`config.mk`:
```
export PLATFORM = sky130hd
export DESIGN_NAME = cbtd_queue
export DESIGN_NICKNAME = d
export VERILOG_FILES = /design/src/rtl/cbtd_pkg.sv /design/src/rtl/cbtd_queue.sv
export SDC_FILE = /design/constraint.sdc
export NUM_CORES = 1
export LEC_CHECK = 0
export BUFFER_PORTS_ARGS = -buffer_cell sky130_fd_sc_hd__clkbuf_2
export CORE_MARGIN = 3
export CORE_UTILIZATION = 51
export CTS_BUF_LIST = sky130_fd_sc_hd__clkbuf_4
export CTS_CLUSTER_DIAMETER = 200
export DETAILED_ROUTE_END_ITERATION = 8
export GPL_TIMING_DRIVEN = 0
export PLACE_DENSITY = 0.82
export SETUP_SLACK_MARGIN = 0.5
export SLEW_MARGIN = 20
export SYNTH_ARGS = -nofsm -noshare
export SYNTH_HDL_FRONTEND = slang
export SYNTH_SLANG_ARGS = --single-unit
```
`constraint.sdc`:
```
create_clock -name aclk -period 14.3 [get_ports aclk]
set_input_delay 4.29 -clock aclk [delete_from_list [all_inputs] [get_ports aclk]]
set_output_delay 4.29 -clock aclk [all_outputs]
set_load 0.05 [all_outputs]
```
`src/rtl/cbtd_pkg.sv`:
```
// Shared types, constants and decode functions of the battery telemetry decoder.
package cbtd_pkg;

    localparam int PACK_TEMPS = 10;
    localparam int CELL_COUNT = 126;
    localparam int POLL_IDS   = 15;
    localparam int TEMP_BASE  = 6;
    localparam int CELL_BASE  = TEMP_BASE + PACK_TEMPS;
    localparam int NENTRIES   = CELL_BASE + CELL_COUNT;
    localparam int QDEPTH     = 4;

    localparam logic [10:0] ID_AMBIENT = 11'h245;
    localparam logic [10:0] ID_TEMPS   = 11'h43c;
    localparam logic [10:0] ID_CELLS   = 11'h43d;
    localparam logic [10:0] ID_VOLT    = 11'h444;
    localparam logic [10:0] ID_SOC     = 11'h447;
    localparam logic [10:0] ID_DIAG_RX = 11'h7ef;
    localparam logic [10:0] ID_DIAG_TX = 11'h7e7;
    localparam logic [63:0] FLOW_CTRL  = 64'h0000_0000_0005_0830;
    localparam logic [7:0]  FIRST_FRAME = 8'h10;
    localparam logic [7:0]  HOLD_RESET = 8'd10;

    typedef logic [7:0]         entry_idx_t;
    typedef logic signed [12:0] val_t;

    // One update or transmit job handed from the front end to the back end.
    typedef struct packed {
        logic       tx;
        logic       last;
        entry_idx_t idx;
        val_t       value;
        logic [63:0] txp;
        logic [31:0] now;
    } job_t;

    typedef enum logic [1:0] {ST_IDLE, ST_READ, ST_DECIDE} be_state_t;

    function automatic logic [15:0] poll_id(input logic [3:0] pos);
        unique case (pos)
            4'd0:  poll_id = 16'h0005;
            4'd1:  poll_id = 16'h0008;
            4'd2:  poll_id = 16'h0009;
            4'd3:  poll_id = 16'h002f;
            4'd4:  poll_id = 16'h0031;
            4'd5:  poll_id = 16'h0032;
            4'd6:  poll_id = 16'h002b;
            4'd7:  poll_id = 16'h002d;
            4'd8:  poll_id = 16'h000a;
            4'd9:  poll_id = 16'h000e;
            4'd10: poll_id = 16'h000b;
            4'd11: poll_id = 16'h000f;
            4'd12: poll_id = 16'h0010;
            4'd13: poll_id = 16'h0011;
            4'd14: poll_id = 16'h0012;
            default: poll_id = 16'h0005;
        endcase
    endfunction

    function automatic val_t temp_of(input logic [7:0] b);
        temp_of = val_t'($signed({5'd0, b})) - val_t'(40);
    endfunction

    function automatic val_t w12_of(input logic [7:0] lo, input logic [7:0] hi);
        w12_of = val_t'({1'b0, hi[3:0], lo});
    endfunction

endpackage

```
`src/rtl/cbtd_queue.sv`:
```
// Short job queue between the front end and the back end.
module cbtd_queue import cbtd_pkg::*; (
    input  logic aclk,
    input  logic aresetn,
    input  logic wr_valid,
    output logic wr_ready,
    input  job_t wr_job,
    output logic rd_valid,
    input  logic rd_ready,
    output job_t rd_job
);
    job_t       mem_reg [QDEPTH];
    logic [1:0] wp_reg, rp_reg;
    logic [2:0] cnt_reg;

    assign wr_ready = (cnt_reg != 3'(QDEPTH));
    assign rd_valid = (cnt_reg != 3'd0);
    assign rd_job   = mem_reg[rp_reg];

    always_ff @(posedge aclk) begin
        if (!aresetn) begin
            wp_reg <= '0;
            rp_reg <= '0;
            cnt_reg <= '0;
        end else begin
            if (wr_valid && wr_ready) wp_reg <= wp_reg + 2'd1;
            if (rd_valid && rd_ready) rp_reg <= rp_reg + 2'd1;
            cnt_reg <= cnt_reg + 3'(wr_valid && wr_ready) - 3'(rd_valid && rd_ready);
        end
        if (wr_valid && wr_ready) mem_reg[wp_reg] <= wr_job;
    end
endmodule

```
==> results.cfg <==
[outcome]
run_status = finished clean

[final_layout]
layout_commonest_cell = edfxtp_1
final_cell_mix = 476 x edfxtp_1, 242 x clkbuf_2, 151 x clkbuf_4
design_area_mm2 = 0.0210
area_growth_pct = 18.5
layout.nets = 1167
fin_util_pct = 62.1
largest_reg_flops = 476
final-instance-count-excl-fill = 1555
drive_gt1_share_pct = 50.7

[grt]
grt_usage_pct = 18.6
grt_pass1_vias = 9268
grt_max_degree = 46
antenna_found_initial = 6
grt_pass1_wl_um = 51100
grt_overflow = 0

[worst_setup_path]
setup.worst_path.start_class = flip-flop
crit_required_ns = 10.01
crit_path_end_kind = output pin
worst-setup-path-type = flip-flop to output pin
crit_fanout = 10
crit_arrival_ns = 2.85
reg2regPathDepth = 11

[sta]
report.final.hold_viol_count = 0
finalSetupTns_ns = 0
fmax_ghz = 0.140
slew_headroom_pct = 39.4
period_minus_slack_ns = 7.14
worst_slack_ns = 7.16
worst_pin_slew_ns = 0.910
clock-skew-final_ns = 0.0420
timing.final.crit_share_pct = 50.0
setup_violations = 0
hold_slack_ns = 0.500
rsz0062_at_grt = false
slew_violations = 0

[placement]
portBuffers = 242
place_congestion = 0.683
preCtsSetupSlack_ns = 7.80
dp_hpwl_um = 21000
dp.cells = 1368
placed_area_mm2 = 0.0198

[run]
cap_violations = 0

[detailed_routing]
dr.pass1.iters = 5
ant_nets = 0
dr.first_iter.drc_count = 445
drc = 0
wire_per_inst_um = 21.5
vias = 8349
vias_per_cell = 5.37
drt_wl_total_um = 33400

[power]
p_per_area_mw_per_mm2 = 192
power.leakage_nw = 7.23
p_total_mw = 4.04
ir_drop_mv = 0.136

[hold_path]
hold_path_class = flip-flop to flip-flop
hold_depth = 2

[logic_synthesis]
ys_seq_area_share_pct = 81.6
synth.distinct_cells = 20
ys_ff_latch = 485
synth_cells = 669
synthesis.nets = 799
yosys_warnings = 0
syn_area_mm2 = 0.0177
syn_avg_cell_area_um2 = 26.5

[cts]
cts_buffers = 115
clk_latency_ns = 0.75
clock-sinks = 485
cts_hold_buf = 0
cts_resized = 0
cts_tree = yes
htree_levels = 3
cts_setup_buffers = 0
root_buffer = clkbuf_4
clockBufferDepth = 3
cts.clk_slew.worst_paths_ns = 0.07

[die]
core_area_mm2 = 0.0339
die_y_um = 193
initial_core_util_pct = 52.4
fp-row-count = 67
die_w_um = 193
ios = 244
design.die.area_mm2 = 0.0371
-- cell type report --
cell class | instances | area [µm²]
Sequential cell | 485 | 14500
Fill cell | 2336 | 12800
Multi-Input combinational cell | 152 | 2960
Timing Repair Buffer | 251 | 1440
Clock buffer | 151 | 1130
Tap cell | 448 | 561
Buffer | 27 | 302
Clock inverter | 29 | 116
Inverter | 5 | 18.8
Antenna cell | 7 | 17.5
-- report_power, final --
group | leakage, nW | internal, mW | switching (mW) | total [mW]
combinational | 2.04 | 0.422 | 0.903 | 1.32
clock | 0.757 | 0.482 | 0.480 | 0.962
sequential | 4.43 | 1.72 | 0.0364 | 1.76
-- path summary, 6_finish.rpt --
kind         slack (ns)    endpoint       start
min                0.50   wp_reg[1]   wp_reg[1]
max reg2reg       11.60  cnt_reg[2]  cnt_reg[1]
min reg2reg        0.50   wp_reg[1]   wp_reg[1]
max                7.16  rd_job[65]   flip-flop
-- layer usage --
layer,GRT usage [%],up-vias,routed length [µm]
met4,6.84,6,657
li1,-,3707,-
met5,0,-,41
met3,8.28,57,3300
met2,30.1,310,16900
met1,22.4,4269,12500
-- cell usage after synthesis --
library cell / count / area share, %
mux4_2: 119 / 15
or3_1: 1 / 0.035
nand2_1: 5 / 0.11
a21boi_1: 1 / 0.042
edfxtp_1: 476 / 81
buf_12: 10 / 1.1
dfxtp_1: 9 / 1.0
nor2_1: 1 / 0.021
nor2b_1: 3 / 0.11
and2_1: 7 / 0.25
xnor2_1: 4 / 0.20
o31a_1: 1 / 0.049
clkbuf_1: 2 / 0.042
o311ai_1: 1 / 0.049
mux2i_1: 2 / 0.11
inv_1: 5 / 0.11
ha_1: 6 / 0.42
buf_6: 3 / 0.19
buf_2: 12 / 0.34
fa_1: 1 / 0.11
-- worst max-delay path: stages, from the launching register on --
cell and delay [ns]:
dfxtp_1 0.32, clkbuf_1 0.68, buf_2 0.44, mux4_2 0.37, clkbuf_2 0.27
-- cells by family after synthesis --
family                     Yosys count  share of synthesized area [%]
AOI/OAI and AO/OA                    3                          0.141
xor gates and xnor gates             4                          0.197
adders and majority gates            7                          0.536
buffers and inverters               32                           1.81
DFF                                485                           81.6
muxes                              121                           15.2
and+or+nand+nor                     17                          0.515
Power figures use the tool's default switching activity.
