## src/rtl/cbtd_pkg.sv

```systemverilog
// Shared types, constants and decode functions of the battery telemetry decoder.
package cbtd_pkg;

    localparam int PACK_TEMPS = 10;
    localparam int CELL_COUNT = 126;
    localparam int POLL_IDS   = 15;
    localparam int TEMP_BASE  = 6;
    localparam int CELL_BASE  = TEMP_BASE + PACK_TEMPS;
    localparam int NENTRIES   = CELL_BASE + CELL_COUNT;
    localparam int QDEPTH     = 4;

    localparam logic [10:0] ID_AMBIENT = 11'h245;
    localparam logic [10:0] ID_TEMPS   = 11'h43c;
    localparam logic [10:0] ID_CELLS   = 11'h43d;
    localparam logic [10:0] ID_VOLT    = 11'h444;
    localparam logic [10:0] ID_SOC     = 11'h447;
    localparam logic [10:0] ID_DIAG_RX = 11'h7ef;
    localparam logic [10:0] ID_DIAG_TX = 11'h7e7;
    localparam logic [63:0] FLOW_CTRL  = 64'h0000_0000_0005_0830;
    localparam logic [7:0]  FIRST_FRAME = 8'h10;
    localparam logic [7:0]  HOLD_RESET = 8'd10;

    typedef logic [7:0]         entry_idx_t;
    typedef logic signed [12:0] val_t;

    // One update or transmit job handed from the front end to the back end.
    typedef struct packed {
        logic       tx;
        logic       last;
        entry_idx_t idx;
        val_t       value;
        logic [63:0] txp;
        logic [31:0] now;
    } job_t;

    typedef enum logic [1:0] {ST_IDLE, ST_READ, ST_DECIDE} be_state_t;

    function automatic logic [15:0] poll_id(input logic [3:0] pos);
        unique case (pos)
            4'd0:  poll_id = 16'h0005;
            4'd1:  poll_id = 16'h0008;
            4'd2:  poll_id = 16'h0009;
            4'd3:  poll_id = 16'h002f;
            4'd4:  poll_id = 16'h0031;
            4'd5:  poll_id = 16'h0032;
            4'd6:  poll_id = 16'h002b;
            4'd7:  poll_id = 16'h002d;
            4'd8:  poll_id = 16'h000a;
            4'd9:  poll_id = 16'h000e;
            4'd10: poll_id = 16'h000b;
            4'd11: poll_id = 16'h000f;
            4'd12: poll_id = 16'h0010;
            4'd13: poll_id = 16'h0011;
            4'd14: poll_id = 16'h0012;
            default: poll_id = 16'h0005;
        endcase
    endfunction

    function automatic val_t temp_of(input logic [7:0] b);
        temp_of = val_t'($signed({5'd0, b})) - val_t'(40);
    endfunction

    function automatic val_t w12_of(input logic [7:0] lo, input logic [7:0] hi);
        w12_of = val_t'({1'b0, hi[3:0], lo});
    endfunction

endpackage

```

## src/rtl/cbtd_front.sv

```systemverilog
// Front end: accepts items, classifies frames and expands them into jobs one per cycle while the queue takes them.
module cbtd_front import cbtd_pkg::*; (
    input  logic        aclk,
    input  logic        aresetn,
    input  logic        in_valid,
    output logic        in_ready,
    input  logic        in_op,
    input  logic [10:0] in_id,
    input  logic [3:0]  in_len,
    input  logic [63:0] in_pay,
    input  logic [31:0] in_now,
    output logic        job_valid,
    input  logic        job_ready,
    output job_t        job
);
    // Pending job list for the current item, up to six.
    job_t       list_reg [6];
    job_t       list_next [6];
    logic [2:0] cnt_reg, cnt_next;
    logic [2:0] pos_reg, pos_next;
    logic [3:0] poll_reg, poll_next;

    logic [7:0] b [8];
    logic [9:0] base;
    job_t       tmp;
    logic [15:0] pid;
    logic [15:0] dpid;

    always_comb begin
        for (int k = 0; k < 8; k++) b[k] = in_pay[8*k +: 8];
    end

    assign in_ready  = (pos_reg == cnt_reg);
    assign job_valid = (pos_reg != cnt_reg);
    assign job       = list_reg[pos_reg];

    always_comb begin
        for (int k = 0; k < 6; k++) list_next[k] = list_reg[k];
        cnt_next  = cnt_reg;
        pos_next  = pos_reg;
        poll_next = poll_reg;
        base = {2'b0, b[0]} + {1'b0, b[0], 1'b0};
        pid  = poll_id(poll_reg);
        dpid = {b[2], b[3]};
        tmp  = '0;
        tmp.now = in_now;
        if (job_valid && job_ready) pos_next = pos_reg + 3'd1;
        if (in_valid && in_ready) begin
            pos_next = '0;
            cnt_next = '0;
            for (int k = 0; k < 6; k++) list_next[k] = tmp;
            if (in_op) begin
                list_next[0].tx  = 1'b1;
                list_next[0].txp = {32'd0, pid[7:0], pid[15:8], 16'h2203};
                cnt_next = 3'd1;
                poll_next = (poll_reg >= 4'(POLL_IDS - 1)) ? 4'd0 : poll_reg + 4'd1;
            end else if (in_len == 4'd8) begin
                unique case (in_id)
                    ID_AMBIENT: if (b[0] == 8'd1) begin
                        list_next[0].value = temp_of(b[4]);
                        cnt_next = 3'd1;
                    end
                    ID_TEMPS: begin
                        if (b[0] == 8'd0) begin
                            for (int k = 0; k < 6; k++) begin
                                list_next[k].idx = entry_idx_t'(TEMP_BASE + k);
                                list_next[k].value = temp_of(b[1+k]);
                            end
                            cnt_next = 3'd6;
                        end else if (b[0] == 8'd1) begin
                            for (int k = 0; k < 4; k++) begin
                                list_next[k].idx = entry_idx_t'(TEMP_BASE + 6 + k);
                                list_next[k].value = temp_of(b[1+k]);
                            end
                            cnt_next = 3'd4;
                        end
                    end
                    ID_CELLS: begin
                        for (int k = 0; k < 3; k++) begin
                            list_next[k].idx = 8'(base + 10'(CELL_BASE + k));
                            list_next[k].value = w12_of(b[1+2*k], b[2+2*k]);
                        end
                        if (base + 10'd2 < 10'(CELL_COUNT)) cnt_next = 3'd3;
                        else if (base + 10'd1 < 10'(CELL_COUNT)) cnt_next = 3'd2;
                        else if (base < 10'(CELL_COUNT)) cnt_next = 3'd1;
                    end
                    ID_VOLT: begin
                        list_next[0].idx = 8'd4;
                        list_next[0].value = w12_of(b[0], b[1]);
                        cnt_next = 3'd1;
                    end
                    ID_SOC: begin
                        list_next[0].idx = 8'd5;
                        list_next[0].value = w12_of(b[4], b[5]);
                        cnt_next = 3'd1;
                    end
                    ID_DIAG_RX: begin
                        if (b[0] == FIRST_FRAME) begin
                            list_next[0].tx = 1'b1;
                            list_next[0].txp = FLOW_CTRL;
                            cnt_next = 3'd1;
                        end
                        if (dpid == 16'h002f || dpid == 16'h0031 || dpid == 16'h0032) begin
                            list_next[cnt_next].idx = (dpid == 16'h002f) ? 8'd1 :
                                                      (dpid == 16'h0031) ? 8'd2 : 8'd3;
                            list_next[cnt_next].value = temp_of(b[4]);
                            cnt_next = cnt_next + 3'd1;
                        end
                    end
                    default: ;
                endcase
            end
            if (cnt_next != 3'd0) list_next[cnt_next - 3'd1].last = 1'b1;
        end
    end

    always_ff @(posedge aclk) begin
        if (!aresetn) begin
            cnt_reg  <= '0;
            pos_reg  <= '0;
            poll_reg <= '0;
        end else begin
            cnt_reg  <= cnt_next;
            pos_reg  <= pos_next;
            poll_reg <= poll_next;
        end
        for (int k = 0; k < 6; k++) list_reg[k] <= list_next[k];
    end
endmodule

```

## config.mk

```make
export PLATFORM = sky130hd
export DESIGN_NAME = cbtd_front
export DESIGN_NICKNAME = d
export VERILOG_FILES = /design/src/rtl/cbtd_pkg.sv /design/src/rtl/cbtd_front.sv
export SDC_FILE = /design/constraint.sdc
export NUM_CORES = 1
export LEC_CHECK = 0
export ABC_AREA = 0
export ABC_CLOCK_PERIOD_IN_PS = 9400
export BUFFER_PORTS_ARGS = -buffer_cell sky130_fd_sc_hd__buf_2
export CAP_MARGIN = 20
export CORE_MARGIN = 1
export CORE_UTILIZATION = 53
export DETAILED_ROUTE_END_ITERATION = 8
export GPL_TIMING_DRIVEN = 1
export PLACE_DENSITY = 0.78
export SYNTH_ARGS = -nofsm -noshare
export SYNTH_HDL_FRONTEND = slang
export SYNTH_SLANG_ARGS = --single-unit
```

## constraint.sdc

```tcl
create_clock -name aclk -period 9.4 [get_ports aclk]
set_clock_uncertainty 0.1 [all_clocks]
set_input_delay 2.35 -clock aclk [delete_from_list [all_inputs] [get_ports aclk]]
set_output_delay 2.35 -clock aclk [all_outputs]
set_load 0.05 [all_outputs]
```

==> run summary <==
# IOs: 237
asr flop ratio synth: 0
DR iter-0 viols: 1,009
CTS root buffer: clkbuf_16
Slowest cell on crit path: o311ai_2
hpwl dp: 16,100 um
Yosys warning total: 0
hold-fix buffer count after cts: 0
vias in the first global route: 6,521
Logic pwr share: 0.249
f_max: 157 MHz
ant diodes: 0
H-tree levels: 4
post-synthesis cell type count: 85
minimum clock period: 6.37 ns
Starting Density: 0.541
final worst-path cycle share: 0.677
port bufs: 179
Place WS: 2.67 ns
Die Wd: 137 um
synthesized area: 0.00968 mm^2
DR pass1 iterations: 7
final wirelength: 22,100 um
worst-skew pair later-pin latency: 0.43 ns
WP data arrival: 6.54 ns
total CTS buffers: 17
total leakage power: 4.49 nW
most common cell after layout, fill and taps aside: buf_2
Setup CP Type: in -> reg
CP startpoint kind: input port
Max IR drop VDD: 0.000122 V
Core Region: 0.0179 mm^2
Seq/Total Area, Yosys: 0.474
Sw Ratio: 0.323
Hold WC Path Type: reg -> reg
via count: 7,270
Sink Count: 159
Clock Path Buffers: 2
worst-margin pin slew: 1.12 ns
unrepaired setup endpoints after global routing: no
final number of setup-violating endpoints: 0
first-pass GRT wire length: 33,000 um
Die Ht: 137 um
Synth Register Bits: 159
final setup margin: 3.03 ns
Setup TNS: 0 ns
Clock power frac: 0.331
Slew Limit Fails: 0
share of cells above drive strength 1: 0.245
Syn Area/Cell: 10.7 um^2
Area growth, synth to finish: 12.1%
post_cts resized: 0
number of nets in the layout: 1,187
max cap viols: 0
Crit. Startpoint: in_pay[0]
switching pwr: 0.667 mW
max reg flops: 140
Hold Violations, Final: 0
largest net degree at the start of global routing: 79
num rows: 49
Hold Startpoint: pid[3]
most frequent cells in the layout: 179 x buf_2, 140 x edfxtp_1, 85 x nor2_1
CTS tree: yes
critical path data required time: 9.57 ns
Post-DRT Antenna Nets: 0
PD cells: 191 mW/mm^2
initial antenna violation count: 0
Seq pwr share: 0.420
Setup crit end kind: register
postcts setup bufs: 0
EDFF count, synth: 140
Worst path most repeated cell: ha_1
total grt overflow: 0
vias per std cell: 5.70
hold slack: 0.409 ns
reg2reg start: pos_reg[0]
Most used DFF post-synth: edfxtp_1
worst path cell trace: buf_2, ha_1, inv_1, fa_1, and2b_1, o22ai_1, xnor2_2, ha_1, and3_1, a21oi_1, o21ai_1, a32oi_2, o311ai_2, nand2_1, ha_1, a311o_1, o31ai_1, nand2b_1, nor3_1
post-DR wirelength/cell: 17.4 um
largest fanout on the critical path: 12
largest stage delay on the critical path: 0.46 ns
Cell Int Power: 1.40 mW
status: complete, no violations
clock-pin slew on the worst setup and hold paths: 0.06 ns
Synth Instances: 906
DIE AREA: 0.0188 mm^2
GPL Wtd Cong: 0.927
gr usage total: 0.238
DRC: 0
relative slew slack: 0.252
## cells by family after synthesis
| group | share of synthesized area |
|---|---|
| flops | 0.474 |
| mux | 0.0558 |
| other cells | 0.000387 |
| fa+ha+maj | 0.0473 |
| compound gates | 0.131 |
| buf+inv | 0.105 |
| xor+xnor | 0.0432 |
| simple gates | 0.144 |
## layout make-up
cell class / count / area (um^2)
multi-input cells: 622 / 4270
well taps: 229 / 287
flip-flops and latches: 159 / 4590
clock buffers: 19 / 433
repair buffers: 184 / 933
clock inverters: 12 / 144
fillers: 1475 / 7050
inverters: 51 / 196
## Yosys cell counts, drive strengths merged (14+ instances only)
library cell	n	area [um^2]
xnor2	29	262
nand3	14	70.1
mux2i	18	180
xor2	17	156
clkbuf	22	86.3
nand2	49	184
buf	100	736
edfxtp	140	4200
o21ai	54	285
a222oi	16	160
nor3	15	75.1
and2	38	240
ha	35	438
inv	51	191
dfxtp	19	380
a21oi	48	240
nor2	85	319
## final timing paths
check | to | depth (start not counted) | slack, ns
hold reg to reg | list_reg[0][59] | 1 | 0.41
setup / recovery | list_reg[2][117] | 19 | 3.03
setup reg to reg | pid[2] | 11 | 5.82
hold / removal | list_reg[0][59] | 1 | 0.41
## stage by stage
stage	instance area (um^2)	util	power [mW]	instances
2_1_floorplan	9860	-	1.32	954
3_3_place_gp	10300	0.574	1.39	1245
3_5_place_dp	10300	0.574	1.40	1245
4_1_cts	10800	0.606	2.08	1276
5_1_grt	10800	0.606	2.15	1276
6_report	10800	0.606	2.07	1276
## worst max-delay path: cells and delay by family
kind,cells,cell delay [ns]
fa+ha+maj,4,1.21
xor+xnor,1,0.38
compound gates,7,1.33
simple gates,5,0.89
buf+inv,2,0.35
## metal layers
| layer | track usage | wire, um | up-vias |
|---|---|---|---|
| li1 | - | - | 3417 |
| met1 | 0.303 | 8880 | 3422 |
| met2 | 0.396 | 10700 | 390 |
| met3 | 0.0485 | 2160 | 41 |
| met4 | 0.0922 | 445 | 0 |
| met5 | 0 | 0 | - |
## power by group through the flow
stage	Clock [mW]	Sequential, mW	Combinational [mW]
finish	0.685	0.870	0.514
global route	0.719	0.877	0.550
CTS	0.694	0.871	0.514
detailed placement	0	0.885	0.513
global placement	0	0.882	0.507
floorplan	0	0.887	0.437
(Power assumes the default switching activity.)
